$ cat src/hw/rtl/emfb_pkg.sv
`timescale 1ns / 1ps
// ----------------------------------------------------------------------------
// Event mailbox package
// Shared codes and types for the event mailbox with batch read.
// ----------------------------------------------------------------------------
package emfb_pkg;

   // Request function codes.
   localparam logic [1:0] FUNC_PUSH    = 2'd0;
   localparam logic [1:0] FUNC_READ    = 2'd1;
   localparam logic [1:0] FUNC_COMMAND = 2'd2;
   localparam logic [1:0] FUNC_NONE    = 2'd3;

   // Response kind codes.
   localparam logic [1:0] KIND_PUSH_STATUS = 2'd0;
   localparam logic [1:0] KIND_HEADER      = 2'd1;
   localparam logic [1:0] KIND_EVENT       = 2'd2;
   localparam logic [1:0] KIND_CMD_DONE    = 2'd3;

   // Field widths.
   localparam int WORD_W = 64;
   localparam int BYTE_W = 8;

   // Control register indexes.
   localparam int               CSR_INDEX_W     = 8;
   localparam logic [CSR_INDEX_W-1:0] CSR_PIN_ENABLED = 8'd0;
   localparam logic [CSR_INDEX_W-1:0] CSR_RESET_CODE  = 8'd1;

   // One classified request waiting for the back end.
   typedef struct packed {
      logic [1:0]        func;
      logic [WORD_W-1:0] event_word;
      logic [BYTE_W-1:0] command_byte;
   } task_type;

   // Control register values seen by the back end.
   typedef struct packed {
      logic              pin_enabled;
      logic [BYTE_W-1:0] reset_code;
   } cfg_type;

endpackage

$ cat src/hw/rtl/emfb_ram.sv
`timescale 1ns / 1ps
// ----------------------------------------------------------------------------
// Generic RAM
// One write port and one read port with registered read data.
// ----------------------------------------------------------------------------
module emfb_ram #(
   parameter int WIDTH = 64,
   parameter int DEPTH = 64
) (
   input  logic                     clock,
   input  logic                     wr_en,
   input  logic [$clog2(DEPTH)-1:0] wr_addr,
   input  logic [WIDTH-1:0]         wr_data,
   input  logic [$clog2(DEPTH)-1:0] rd_addr,
   output logic [WIDTH-1:0]         rd_data
);

   logic [WIDTH-1:0] mem_ff [DEPTH];
   logic [WIDTH-1:0] rd_data_ff;

   // Write port and registered read port.
   always_ff @(posedge clock) begin
      if (wr_en) begin
         mem_ff[wr_addr] <= wr_data;
      end
      rd_data_ff <= mem_ff[rd_addr];
   end

   assign rd_data = rd_data_ff;

endmodule

$ cat src/hw/rtl/emfb_front.sv
`timescale 1ns / 1ps
// ----------------------------------------------------------------------------
// Event mailbox front end
// Accepts requests, drops the meaningless selector, and holds up to two
// requests for the back end.
// ----------------------------------------------------------------------------
module emfb_front (
   input  logic                     clock,
   input  logic                     reset,
   input  logic                     start,
   output logic                     busy,
   input  logic [1:0]               req_func,
   input  logic [emfb_pkg::WORD_W-1:0] req_event_word,
   input  logic [emfb_pkg::BYTE_W-1:0] req_command_byte,
   output logic                     task_valid,
   output emfb_pkg::task_type       task_head,
   input  logic                     task_pop
);
   import emfb_pkg::*;

   task_type   slot_ff [2];
   logic       head_ff, head_in;
   logic       tail_ff, tail_in;
   logic [1:0] count_ff, count_in;
   logic       accept;
   logic       enqueue;

   // A request is taken whenever the queue has room.
   assign busy    = (count_ff == 2'd2);
   assign accept  = start && !busy;
   assign enqueue = accept && (req_func != FUNC_NONE);

   assign task_valid = (count_ff != 2'd0);
   assign task_head  = slot_ff[head_ff];

   // Queue pointers and fill level.
   always_comb begin
      head_in  = head_ff;
      tail_in  = tail_ff;
      count_in = count_ff;
      if (enqueue) begin
         tail_in = !tail_ff;
      end
      if (task_pop && task_valid) begin
         head_in = !head_ff;
      end
      unique case ({enqueue, task_pop && task_valid})
         2'b10:   count_in = count_ff + 2'd1;
         2'b01:   count_in = count_ff - 2'd1;
         default: count_in = count_ff;
      endcase
   end

   always_ff @(posedge clock) begin
      if (reset) begin
         head_ff  <= 1'b0;
         tail_ff  <= 1'b0;
         count_ff <= 2'd0;
      end else begin
         head_ff  <= head_in;
         tail_ff  <= tail_in;
         count_ff <= count_in;
      end
   end

   // Request payload storage.
   always_ff @(posedge clock) begin
      if (enqueue) begin
         slot_ff[tail_ff] <= '{func: req_func, event_word: req_event_word,
                               command_byte: req_command_byte};
      end
   end

endmodule

$ cat src/hw/rtl/emfb_back.sv
`timescale 1ns / 1ps
// ----------------------------------------------------------------------------
// Event mailbox back end
// Owns the event ring and its pointers, carries out queued requests and
// drives the registered response ports.
// ----------------------------------------------------------------------------
module emfb_back #(
   parameter int DEPTH     = 64,
   parameter int BATCH_MAX = 6
) (
   input  logic                        clock,
   input  logic                        reset,
   input  emfb_pkg::cfg_type           cfg,
   input  logic                        task_valid,
   input  emfb_pkg::task_type          task_head,
   output logic                        task_pop,
   output logic                        rsp_strobe,
   output logic [1:0]                  rsp_kind,
   output logic [emfb_pkg::WORD_W-1:0] rsp_payload,
   output logic                        rsp_accepted,
   output logic                        rsp_pending,
   output logic                        rsp_last
);
   import emfb_pkg::*;

   localparam int PW = $clog2(DEPTH);
   localparam int CW = $clog2(BATCH_MAX + 1);
   localparam int WW = (PW > CW) ? PW : CW;

   localparam logic ST_IDLE  = 1'b0;
   localparam logic ST_DRAIN = 1'b1;

   logic              state_ff, state_in;
   logic [PW-1:0]     wr_ptr_ff, wr_ptr_in;
   logic [PW-1:0]     rd_ptr_ff, rd_ptr_in;
   logic [CW-1:0]     left_ff, left_in;
   logic              pend_ff, pend_in;

   logic              rsp_strobe_ff, rsp_strobe_in;
   logic [1:0]        rsp_kind_ff, rsp_kind_in;
   logic [WORD_W-1:0] rsp_payload_ff, rsp_payload_in;
   logic              rsp_accepted_ff, rsp_accepted_in;
   logic              rsp_pending_ff, rsp_pending_in;
   logic              rsp_last_ff, rsp_last_in;

   logic [PW-1:0]     wr_next;
   logic [PW-1:0]     rd_next;
   logic [PW:0]       span;
   logic [PW-1:0]     count;
   logic [WW-1:0]     count_w;
   logic [WW-1:0]     batch_w;
   logic [CW-1:0]     batch;
   logic              full;
   logic              code_hit;
   logic              ram_we;
   logic [WORD_W-1:0] ram_rdata;

   // Ring pointer arithmetic, wrapping at any depth.
   assign wr_next = (wr_ptr_ff == PW'(DEPTH - 1)) ? '0 : wr_ptr_ff + PW'(1);
   assign rd_next = (rd_ptr_ff == PW'(DEPTH - 1)) ? '0 : rd_ptr_ff + PW'(1);
   assign full    = (wr_next == rd_ptr_ff);

   // Queued count and the batch size of a read.
   always_comb begin
      if (wr_ptr_ff >= rd_ptr_ff) begin
         span = {1'b0, wr_ptr_ff} - {1'b0, rd_ptr_ff};
      end else begin
         span = {1'b0, wr_ptr_ff} + (PW + 1)'(DEPTH) - {1'b0, rd_ptr_ff};
      end
   end
   assign count    = span[PW-1:0];
   assign count_w  = WW'(count);
   assign batch_w  = (count_w > WW'(BATCH_MAX)) ? WW'(BATCH_MAX) : count_w;
   assign batch    = batch_w[CW-1:0];
   assign code_hit = (task_head.command_byte == cfg.reset_code);

   // Event storage; the read side always follows the oldest slot.
   emfb_ram #(
      .WIDTH (WORD_W),
      .DEPTH (DEPTH)
   ) u_ram (
      .clock   (clock),
      .wr_en   (ram_we),
      .wr_addr (wr_ptr_ff),
      .wr_data (task_head.event_word),
      .rd_addr (rd_ptr_ff),
      .rd_data (ram_rdata)
   );

   // Request execution.
   always_comb begin
      state_in        = state_ff;
      wr_ptr_in       = wr_ptr_ff;
      rd_ptr_in       = rd_ptr_ff;
      left_in         = left_ff;
      pend_in         = pend_ff;
      task_pop        = 1'b0;
      ram_we          = 1'b0;
      rsp_strobe_in   = 1'b0;
      rsp_kind_in     = KIND_PUSH_STATUS;
      rsp_payload_in  = '0;
      rsp_accepted_in = 1'b0;
      rsp_pending_in  = 1'b0;
      rsp_last_in     = 1'b0;
      unique case (state_ff)
         ST_IDLE: begin
            if (task_valid) begin
               task_pop      = 1'b1;
               rsp_strobe_in = 1'b1;
               unique case (task_head.func)
                  FUNC_PUSH: begin
                     // The ring is never empty after a push.
                     rsp_kind_in     = KIND_PUSH_STATUS;
                     rsp_accepted_in = !full;
                     rsp_pending_in  = cfg.pin_enabled;
                     rsp_last_in     = 1'b1;
                     if (!full) begin
                        ram_we    = 1'b1;
                        wr_ptr_in = wr_next;
                     end
                  end
                  FUNC_READ: begin
                     rsp_kind_in    = KIND_HEADER;
                     rsp_payload_in = WORD_W'(batch);
                     rsp_pending_in = cfg.pin_enabled && (count_w != batch_w);
                     rsp_last_in    = (batch == '0);
                     pend_in        = cfg.pin_enabled && (count_w != batch_w);
                     if (batch != '0) begin
                        left_in   = batch;
                        rd_ptr_in = rd_next;
                        state_in  = ST_DRAIN;
                     end
                  end
                  FUNC_COMMAND: begin
                     rsp_kind_in    = KIND_CMD_DONE;
                     rsp_pending_in = cfg.pin_enabled && !code_hit &&
                                      (wr_ptr_ff != rd_ptr_ff);
                     rsp_last_in    = 1'b1;
                     if (code_hit) begin
                        wr_ptr_in = '0;
                        rd_ptr_in = '0;
                     end
                  end
                  default: begin
                     rsp_strobe_in = 1'b0;
                  end
               endcase
            end
         end
         ST_DRAIN: begin
            // One word per cycle; the next slot is fetched while this one goes out.
            rsp_strobe_in  = 1'b1;
            rsp_kind_in    = KIND_EVENT;
            rsp_payload_in = ram_rdata;
            rsp_pending_in = pend_ff;
            rsp_last_in    = (left_ff == CW'(1));
            left_in        = left_ff - CW'(1);
            if (left_ff == CW'(1)) begin
               state_in = ST_IDLE;
            end else begin
               rd_ptr_in = rd_next;
            end
         end
         default: begin
            state_in = ST_IDLE;
         end
      endcase
   end

   // Control state.
   always_ff @(posedge clock) begin
      if (reset) begin
         state_ff      <= ST_IDLE;
         wr_ptr_ff     <= '0;
         rd_ptr_ff     <= '0;
         left_ff       <= '0;
         pend_ff       <= 1'b0;
         rsp_strobe_ff <= 1'b0;
      end else begin
         state_ff      <= state_in;
         wr_ptr_ff     <= wr_ptr_in;
         rd_ptr_ff     <= rd_ptr_in;
         left_ff       <= left_in;
         pend_ff       <= pend_in;
         rsp_strobe_ff <= rsp_strobe_in;
      end
   end

   // Response payload.
   always_ff @(posedge clock) begin
      rsp_kind_ff     <= rsp_kind_in;
      rsp_payload_ff  <= rsp_payload_in;
      rsp_accepted_ff <= rsp_accepted_in;
      rsp_pending_ff  <= rsp_pending_in;
      rsp_last_ff     <= rsp_last_in;
   end

   assign rsp_strobe   = rsp_strobe_ff;
   assign rsp_kind     = rsp_kind_ff;
   assign rsp_payload  = rsp_payload_ff;
   assign rsp_accepted = rsp_accepted_ff;
   assign rsp_pending  = rsp_pending_ff;
   assign rsp_last     = rsp_last_ff;

   // A drain cycle always produces an event word.
   a_drain_emits: assert property (@(posedge clock) disable iff (reset)
      state_ff == ST_DRAIN |=> rsp_strobe_ff && rsp_kind_ff == KIND_EVENT)
      else $error("drain cycle produced no event word");

   // The final response of a request leaves the back end idle.
   a_last_idle: assert property (@(posedge clock) disable iff (reset)
      (rsp_strobe_ff && rsp_last_ff) |-> state_ff == ST_IDLE)
      else $error("last response while still draining");

   // A header never announces more than one batch.
   a_header_size: assert property (@(posedge clock) disable iff (reset)
      (rsp_strobe_ff && rsp_kind_ff == KIND_HEADER) |->
         rsp_payload_ff <= WORD_W'(BATCH_MAX))
      else $error("header count above batch limit");

   // Ring pointers stay inside the ring.
   a_ptr_range: assert property (@(posedge clock) disable iff (reset)
      (PW + 1)'(wr_ptr_ff) < (PW + 1)'(DEPTH) && (PW + 1)'(rd_ptr_ff) < (PW + 1)'(DEPTH))
      else $error("ring pointer out of range");

endmodule

$ cat src/hw/rtl/event_mailbox_fifo_batch_read.sv
`timescale 1ns / 1ps
// ----------------------------------------------------------------------------
// Event mailbox with batch read
// Ring queue of 64-bit event words with push, batch drain and clear command.
// ----------------------------------------------------------------------------
// A request is taken on any cycle with start high and busy low; busy rises
// only when two requests are already waiting for the back end. A push or a
// command gets one response, and a read that returns N words (N at most
// BATCH_MAX) gets a header and then the words from the event RAM, which
// delivers one registered word per cycle. Responses are registered and
// appear in the cycle after the back end takes the request, one per cycle
// with rsp_strobe high for exactly one cycle, and must be captured then
// because the receiver cannot stall them. Ring slots are never read before
// they are written, so no clearing pass follows reset. Control registers may
// be written only while the mailbox is idle; csr_ready is always high.
module event_mailbox_fifo_batch_read #(
   parameter int DEPTH     = 64,
   parameter int BATCH_MAX = 6
) (
   input  logic                             clock,
   input  logic                             reset,
   input  logic                             start,
   output logic                             busy,
   input  logic [1:0]                       req_func,
   input  logic [emfb_pkg::WORD_W-1:0]      req_event_word,
   input  logic [emfb_pkg::BYTE_W-1:0]      req_command_byte,
   output logic                             rsp_strobe,
   output logic [1:0]                       rsp_kind,
   output logic [emfb_pkg::WORD_W-1:0]      rsp_payload,
   output logic                             rsp_accepted,
   output logic                             rsp_pending,
   output logic                             rsp_last,
   input  logic                             csr_valid,
   output logic                             csr_ready,
   input  logic [emfb_pkg::CSR_INDEX_W-1:0] csr_index,
   input  logic [emfb_pkg::BYTE_W-1:0]      csr_data
);
   import emfb_pkg::*;

   logic              pin_enabled_ff, pin_enabled_in;
   logic [BYTE_W-1:0] reset_code_ff, reset_code_in;
   cfg_type           cfg;
   logic              task_valid;
   task_type          task_head;
   logic              task_pop;

   // Control registers.
   assign csr_ready = 1'b1;

   always_comb begin
      pin_enabled_in = pin_enabled_ff;
      reset_code_in  = reset_code_ff;
      if (csr_valid && csr_ready) begin
         unique case (csr_index)
            CSR_PIN_ENABLED: pin_enabled_in = csr_data[0];
            CSR_RESET_CODE:  reset_code_in  = csr_data;
            default: ;
         endcase
      end
   end

   always_ff @(posedge clock) begin
      if (reset) begin
         pin_enabled_ff <= 1'b1;
         reset_code_ff  <= 8'd3;
      end else begin
         pin_enabled_ff <= pin_enabled_in;
         reset_code_ff  <= reset_code_in;
      end
   end

   assign cfg = '{pin_enabled: pin_enabled_ff, reset_code: reset_code_ff};

   // Front end: request intake and queue.
   emfb_front u_front (
      .clock            (clock),
      .reset            (reset),
      .start            (start),
      .busy             (busy),
      .req_func         (req_func),
      .req_event_word   (req_event_word),
      .req_command_byte (req_command_byte),
      .task_valid       (task_valid),
      .task_head        (task_head),
      .task_pop         (task_pop)
   );

   // Back end: ring, execution and responses.
   emfb_back #(
      .DEPTH     (DEPTH),
      .BATCH_MAX (BATCH_MAX)
   ) u_back (
      .clock        (clock),
      .reset        (reset),
      .cfg          (cfg),
      .task_valid   (task_valid),
      .task_head    (task_head),
      .task_pop     (task_pop),
      .rsp_strobe   (rsp_strobe),
      .rsp_kind     (rsp_kind),
      .rsp_payload  (rsp_payload),
      .rsp_accepted (rsp_accepted),
      .rsp_pending  (rsp_pending),
      .rsp_last     (rsp_last)
   );

endmodule

$ cat config.mk
export PLATFORM = sky130hd
export DESIGN_NAME = event_mailbox_fifo_batch_read
export DESIGN_NICKNAME = d
export VERILOG_FILES = /design/src/hw/rtl/emfb_pkg.sv /design/src/hw/rtl/emfb_ram.sv /design/src/hw/rtl/emfb_front.sv /design/src/hw/rtl/emfb_back.sv /design/src/hw/rtl/event_mailbox_fifo_batch_read.sv
export SDC_FILE = /design/constraint.sdc
export NUM_CORES = 2
export LEC_CHECK = 0
export BUFFER_PORTS_ARGS = -buffer_cell sky130_fd_sc_hd__buf_2
export CAP_MARGIN = 20
export CORE_UTILIZATION = 35
export CTS_CLUSTER_SIZE = 10
export DETAILED_ROUTE_END_ITERATION = 6
export SYNTH_ARGS = -nofsm -noshare
export SYNTH_HDL_FRONTEND = slang
export SYNTH_MEMORY_MAX_BITS = 65536
export SYNTH_SLANG_ARGS = --single-unit
$ cat constraint.sdc
create_clock -name clock -period 13.7 [get_ports clock]
set_input_delay 3.425 -clock clock [delete_from_list [all_inputs] [get_ports clock]]
set_output_delay 3.425 -clock clock [all_outputs]
set_load 0.02 [all_outputs]
-- Yosys cells after proc, flatten, opt, wreduce, memory -nomap -nowiden
Memory sizes are Yosys's and may differ from the RTL's. A register that Yosys moved wholly into a read port is not among the register bits.
Cells that the tools add are included.
- input bits: 94
- register bits after elaboration: 100
- word-level logic and storage cells: 130
- RAM bits: 4244
- memories: 2
- output and inout bits: 72
- reductions and logical operators: 27
- muxes and demuxes: 49
- equality and inequality tests: 23
- $add $sub $neg: 8
- bitwise operators: 3
- magnitude comparators: 2
- memory list (name ; words ; bits a word ; read ports ; clocked after memory_dff ; wr ports ; line ; RTL):
    u_back.u_ram.mem_ff ; 64 ; 64 ; 1 ; 1 ; 1 ; emfb_ram.sv:18 ; logic [WIDTH-1:0] mem_ff [DEPTH];
    u_front.slot_ff ; 2 ; 74 ; 1 ; 1 ; 1 ; emfb_front.sv:21 ; task_type slot_ff [2];
- operators with widths (operator ; count):
    $pmux 64 s2 ; 1
    $mux 64 ; 1
    $mux 6 ; 9
    $pmux 6 s2 ; 3
    $mux 1 ; 20
    $add 6x1->6 const B ; 3
    $eq 6x6->1 const B ; 2
    $mux 3 ; 4
    $ne 6x6->1 ; 2
    $pmux 2 s2 ; 3
    $sub 6x6->6 ; 2
    $ne 2x2->1 const B ; 5
    $pmux 1 s2 ; 5
    $reduce_and 5->1 ; 2
    $eq 8x1->1 const B ; 1
    $eq 8x8->1 ; 1
    $logic_not 8->1 ; 1
    $eq 2x2->1 const B ; 3
    $eq 6x6->1 ; 1
    $ge 6x6->1 ; 1
    $gt 6x3->1 const B ; 1
    $logic_and 1x1->1 ; 6
    $ne 3x2->1 const B ; 2
    $pmux 3 s2 ; 1
    19 further kinds ; 32

-- Depth between registers and ports, before layout
- word-level depth: 10
- gate-level depth with buffers: 13
- gate-level depth less buffers: 11

-- Hierarchy
A second synthesis with hierarchy kept.
- cells, all modules: 7264
- area total of the unflattened synthesis: 165877.8 um^2
- by module, submodules not included (module ; cells an instance ; seq. area each (um^2) ; instances ; area an instance (um^2)):
    emfb_ram ; 6598 ; 124279.2 ; 1 ; 156348.7
    emfb_front ; 256 ; 4544.4 ; 1 ; 5545.3
    emfb_back ; 367 ; 1741.7 ; 1 ; 3544.6
    event_mailbox_fifo_batch_read ; 43 ; 180.2 ; 1 ; 439.2

-- Least setup slack after synthesis
Ideal clock, no wire load.
- path type: input to register
- start point: input port req_func[0]
- end point: memory u_front.slot_ff[0][0] in the netlist's numbering, enable pin
- stages on the path: 3
- library setup time: 0.507 ns
- path buffers: 0
- path slack: 6.421 ns
- arrival time: 6.773 ns
- cell sequence: a21oi_1 -> nand2_1 -> nor2_1
- longest elaborated chain between the ends: 4
- RTL lines (item ; line ; RTL):
    start: declaration ; event_mailbox_fifo_batch_read.sv:24 ; input logic [1:0] req_func,
    $ne 2x2->1 ; emfb_front.sv:31 ; assign enqueue = accept && (req_func != FUNC_NONE);
    $logic_and 1x1->1 ; emfb_front.sv:31 ;
    $mux 1 ; emfb_front.sv:68 ; if (enqueue) begin
    $mux 1 (not written as such) ; emfb_front.sv:69 ; slot_ff[tail_ff] <= '{func: req_func, event_word: req_event_word,
    end: declaration ; emfb_front.sv:21 ;
Every way passes these cells.

-- Final worst setup path
- start point: register u_back.rd_ptr_ff[5]
- end point: memory u_back.u_ram.mem_ff[25][45], enable pin
- longest elaborated chain between the ends: 7
- RTL lines (item ; line ; RTL):
    start: declaration ; emfb_back.sv:35 ; logic [PW-1:0] rd_ptr_ff, rd_ptr_in;
    start signal: assignment ; emfb_back.sv:182 ; rd_ptr_ff <= rd_ptr_in;
    $eq 6x6->1 ; emfb_back.sv:61 ; assign full = (wr_next == rd_ptr_ff);
    $mux 1 ; emfb_back.sv:117 ; if (!full) begin
    $mux 1 ; emfb_back.sv:110 ; unique case (task_head.func)
    $mux 1 ; emfb_back.sv:107 ; if (task_valid) begin
    $mux 1 ; emfb_back.sv:105 ; unique case (state_ff)
    $mux 1 ; emfb_ram.sv:23 ; if (wr_en) begin
    $mux 1 (not written as such) ; emfb_ram.sv:24 ; mem_ff[wr_addr] <= wr_data;
    end: declaration ; emfb_ram.sv:18 ;
Every way passes these cells.

==> flow_summary.ini <==
[status]
status = finished clean

[worst_setup_path]
cp_top_family = simple AND/OR/NAND/NOR gates
r2r_start = u_back.rd_ptr_ff[5]
crit_type = flop to flop
critPathRequiredTime_ns = 14.32
r2r_slack_ns = 6.57
arrival_ns = 7.75
cp-end-kind = flop
critical_path.max_stage_delay_ns = 0.98
path_buf_inv = 3
crit_fanout = 38
slowest_stage = nor2_4
crit_path_start = u_back.rd_ptr_ff[5]
cpMostUsedCell = buf_4
timing.rr.end = u_back.u_ram.mem_ff[25][45]
critical_path_depth = 9
critPathLaunchType = flop
reg2regPathDepth = 9
critical_path.endpoint = u_back.u_ram.mem_ff[25][45]
cp_cell_sequence = buf_4 > a21oi_1 > a2111oi_0 > nor4_1 > nor3_1 > nand2_1 > nor2_4 > buf_4 > buf_4

[timing]
fin_setup_tns_ns = 0
fmax_ghz = 0.140
tightest_slew_ns = 1.14
min_period_ns = 7.13
setup_viol = 0
finClkSkew_ns = 0.0575
drv_slew = 0
finalHoldViolations = 0
relSlewSlack = 0.241
fin_crit_sh = 0.520
rsz0062_at_grt = no

[final_layout]
register_area_sq_um = 131000
fin_area_sq_um = 191000
fillers = 40400
layout-drive-gt1-share = 0.339
area_growth_pct = 15.5
layout.nets = 7294
final_cell_mix = edfxtp_1 (4,244), mux4_2 (1,344), clkbuf_16 (531), buf_4 (218), clkbuf_1 (189)
multi_input_area_sq_um = 33800
final_common_cell = edfxtp_1

[place]
globalplace.congestion = 0.783
hpwlAfterDp_mm = 229
dpl_cell_area_sq_um = 175000
port_buffers = 164

[synth]
syn_inst = 6549
synth_area_leader_cell = edfxtp_1
synthFlopType = edfxtp_1
syn_avg_cell_area_sq_um = 25.3
synth-seq-cells = 4409
synth_top_area_frac = 0.770
synthTopCellsByArea = edfxtp_1 (77%), mux4_2 (18%), dfxtp_1 (2.0%), mux2_2 (0.44%), clkbuf_1 (0.39%)
ys_seq_area_frac = 0.790
syn_nets = 6660
netlist_area_sq_um = 166000
async_flop_share = 0
synth_warnings = 0
synth.distinct_cells = 60
synth_edf_count = 4244

[clock_network]
htreeDepth = 6
worstSkewPairLatency_ns = 1.03
post_cts_buffers = 0
cts_root_buffer = clkbuf_16
ctsHoldBuffers = 0
cts_buffer_depth = 4
cts_buffers = 521
tritoncts = done
clk_pin_slew_ns = 0.06
cts_num_sinks = 4409
ctsResizeCount = 0

[routing]
firstDrtPassIters = 6
drt-vias-per-instance = 5.51
wl_per_cell_microns = 31.7
drt_iter0_drc = 9576
vias = 75400
wl_mm = 434
drc = 0
antenna_left = 0

[floorplanning]
io_pins = 166
die_x_microns = 690
core_area_sq_um = 471000
fp.dieArea_sq_um = 476000
start_util = 0.352
num_rows = 252
die_y_microns = 690

[grt]
overflow = 0
grt_pass1_wl_mm = 606
groute.usage.overall = 0.180
antenna_found_initial = 30
grt_pass1_vias = 77700
grt_max_degree = 137

[run]
max-cap-violations = 0

[min_path]
min_path_type = flop to flop

[power]
power.density_nw_per_um2 = 180
p_total_w = 0.0344
leakagePower_nw = 57.8
peakVddDrop_mv = 0.194
per-layer routing:
metal | share of wire | up-vias | GRT usage
met1 | 0.40 | 41600 | 0.243
li1 | - | 29700 | -
met5 | 0.000016 | - | 0
met2 | 0.50 | 3418 | 0.306
met4 | 0.029 | 2 | 0.0489
met3 | 0.068 | 717 | 0.0245
worst register-to-register path, stage by stage (launching register included):
cell,delay (ns)
dfxtp_4,0.83
buf_4,0.94
a21oi_1,0.15
a2111oi_0,0.77
nor4_1,0.17
nor3_1,0.71
nand2_1,0.67
nor2_4,0.99
buf_4,0.59
buf_4,0.73
registers in the layout, indices dropped and copies added (netlist names), 3 cells and up, named ones only:
| name | count |
|---|---|
| reset_code_ff | 8 |
| u_back.rsp_payload | 64 |
| u_front.slot_ff | 148 |
| u_back.left_ff | 3 |
| u_back.wr_ptr_ff | 6 |
| u_back.u_ram.rd_data | 64 |
| u_back.u_ram.mem_ff | 4096 |
| u_back.rd_ptr_ff | 6 |
stage by stage:
stage	utilization	instances	setup WS, ns	hold slack [ns]
2_1_floorplan	-	6549	6.42	0.400
3_3_place_gp	0.371	12800	6.76	0.428
3_5_place_dp	0.372	12800	6.81	0.423
4_1_cts	0.404	13600	6.74	0.433
5_1_grt	0.406	13700	6.61	0.444
6_report	0.406	13700	6.57	0.428
report_power, final:
part | switching [W] | total [W] | internal [W] | leakage, nW
sequential | 0.000186 | 0.0161 | 0.0159 | 39.5
combinational | 0.00312 | 0.00586 | 0.00275 | 11.0
clock | 0.00525 | 0.0125 | 0.00721 | 7.21
total | 0.00855 | 0.0344 | 0.0259 | 57.8
worst min path at each step:
| stage | startpoint | end | slack [ns] | cells past startpoint |
|---|---|---|---|---|
| floorplan | u_back.u_ram.rd_data[2] | u_back.rsp_payload[2] | 0.40 | 2 |
| global placement | u_back.u_ram.rd_data[59] | u_back.rsp_payload[59] | 0.43 | 1 |
| detailed placement | u_back.u_ram.rd_data[48] | u_back.rsp_payload[48] | 0.42 | 1 |
| CTS | u_back.u_ram.rd_data[49] | u_back.rsp_payload[49] | 0.43 | 1 |
| global route | u_back.u_ram.rd_data[48] | u_back.rsp_payload[48] | 0.44 | 1 |
| finish | u_back.u_ram.rd_data[49] | u_back.rsp_payload[49] | 0.43 | 1 |
synth_stat cells, types with 2 or more instances:
| library cell | count |
|---|---|
| nand3b_1 | 3 |
| dfxtp_1 | 165 |
| xor2_1 | 4 |
| and3_1 | 4 |
| o22ai_1 | 4 |
| o21ai_0 | 19 |
| o31ai_1 | 2 |
| nand3_1 | 14 |
| a21oi_1 | 12 |
| inv_1 | 19 |
| buf_1 | 66 |
| buf_2 | 81 |
| nor4_1 | 6 |
| o41ai_1 | 2 |
| nand2b_1 | 3 |
| xnor2_1 | 13 |
| mux2i_1 | 19 |
| buf_6 | 6 |
| edfxtp_1 | 4244 |
| a22o_1 | 4 |
| a2111oi_0 | 2 |
| nor4b_1 | 2 |
| and3b_1 | 3 |
| or2_2 | 2 |
| a21boi_0 | 2 |
| nor3_1 | 5 |
| nand2_1 | 26 |
| a211o_1 | 3 |
| clkbuf_1 | 170 |
| mux2_2 | 64 |
| and4_1 | 2 |
| or3_1 | 5 |
| a21o_1 | 4 |
| a31oi_1 | 3 |
| buf_4 | 11 |
| nand4_1 | 4 |
| mux4_2 | 1344 |
| a211oi_1 | 2 |
| a31o_2 | 2 |
| nor2_1 | 99 |
| ha_1 | 16 |
| and2_1 | 62 |
| nor2b_1 | 9 |
cell families after synthesis:
kind of cell / count (synthesis) / share of synthesized area
AOI/OAI and AO/OA: 73 / 0.00305
xor gates and xnor gates: 17 / 0.000899
adders and majority gates: 17 / 0.00133
buffers and inverters: 354 / 0.00916
DFF: 4409 / 0.790
muxes: 1427 / 0.188
other: 1 / 0.0000226
and+or+nand+nor: 251 / 0.00762
cell type report:
cell class              count  area share
repair buffers            445      0.0199
clock inverters            64     0.00519
inverters                  20    0.000471
multi-input cells        1786       0.177
clock buffers             721      0.0732
diodes                     15    0.000196
flip-flops and latches   4409       0.684
well taps                6223      0.0407
No activity file was read; power rests on OpenSTA's default activity.
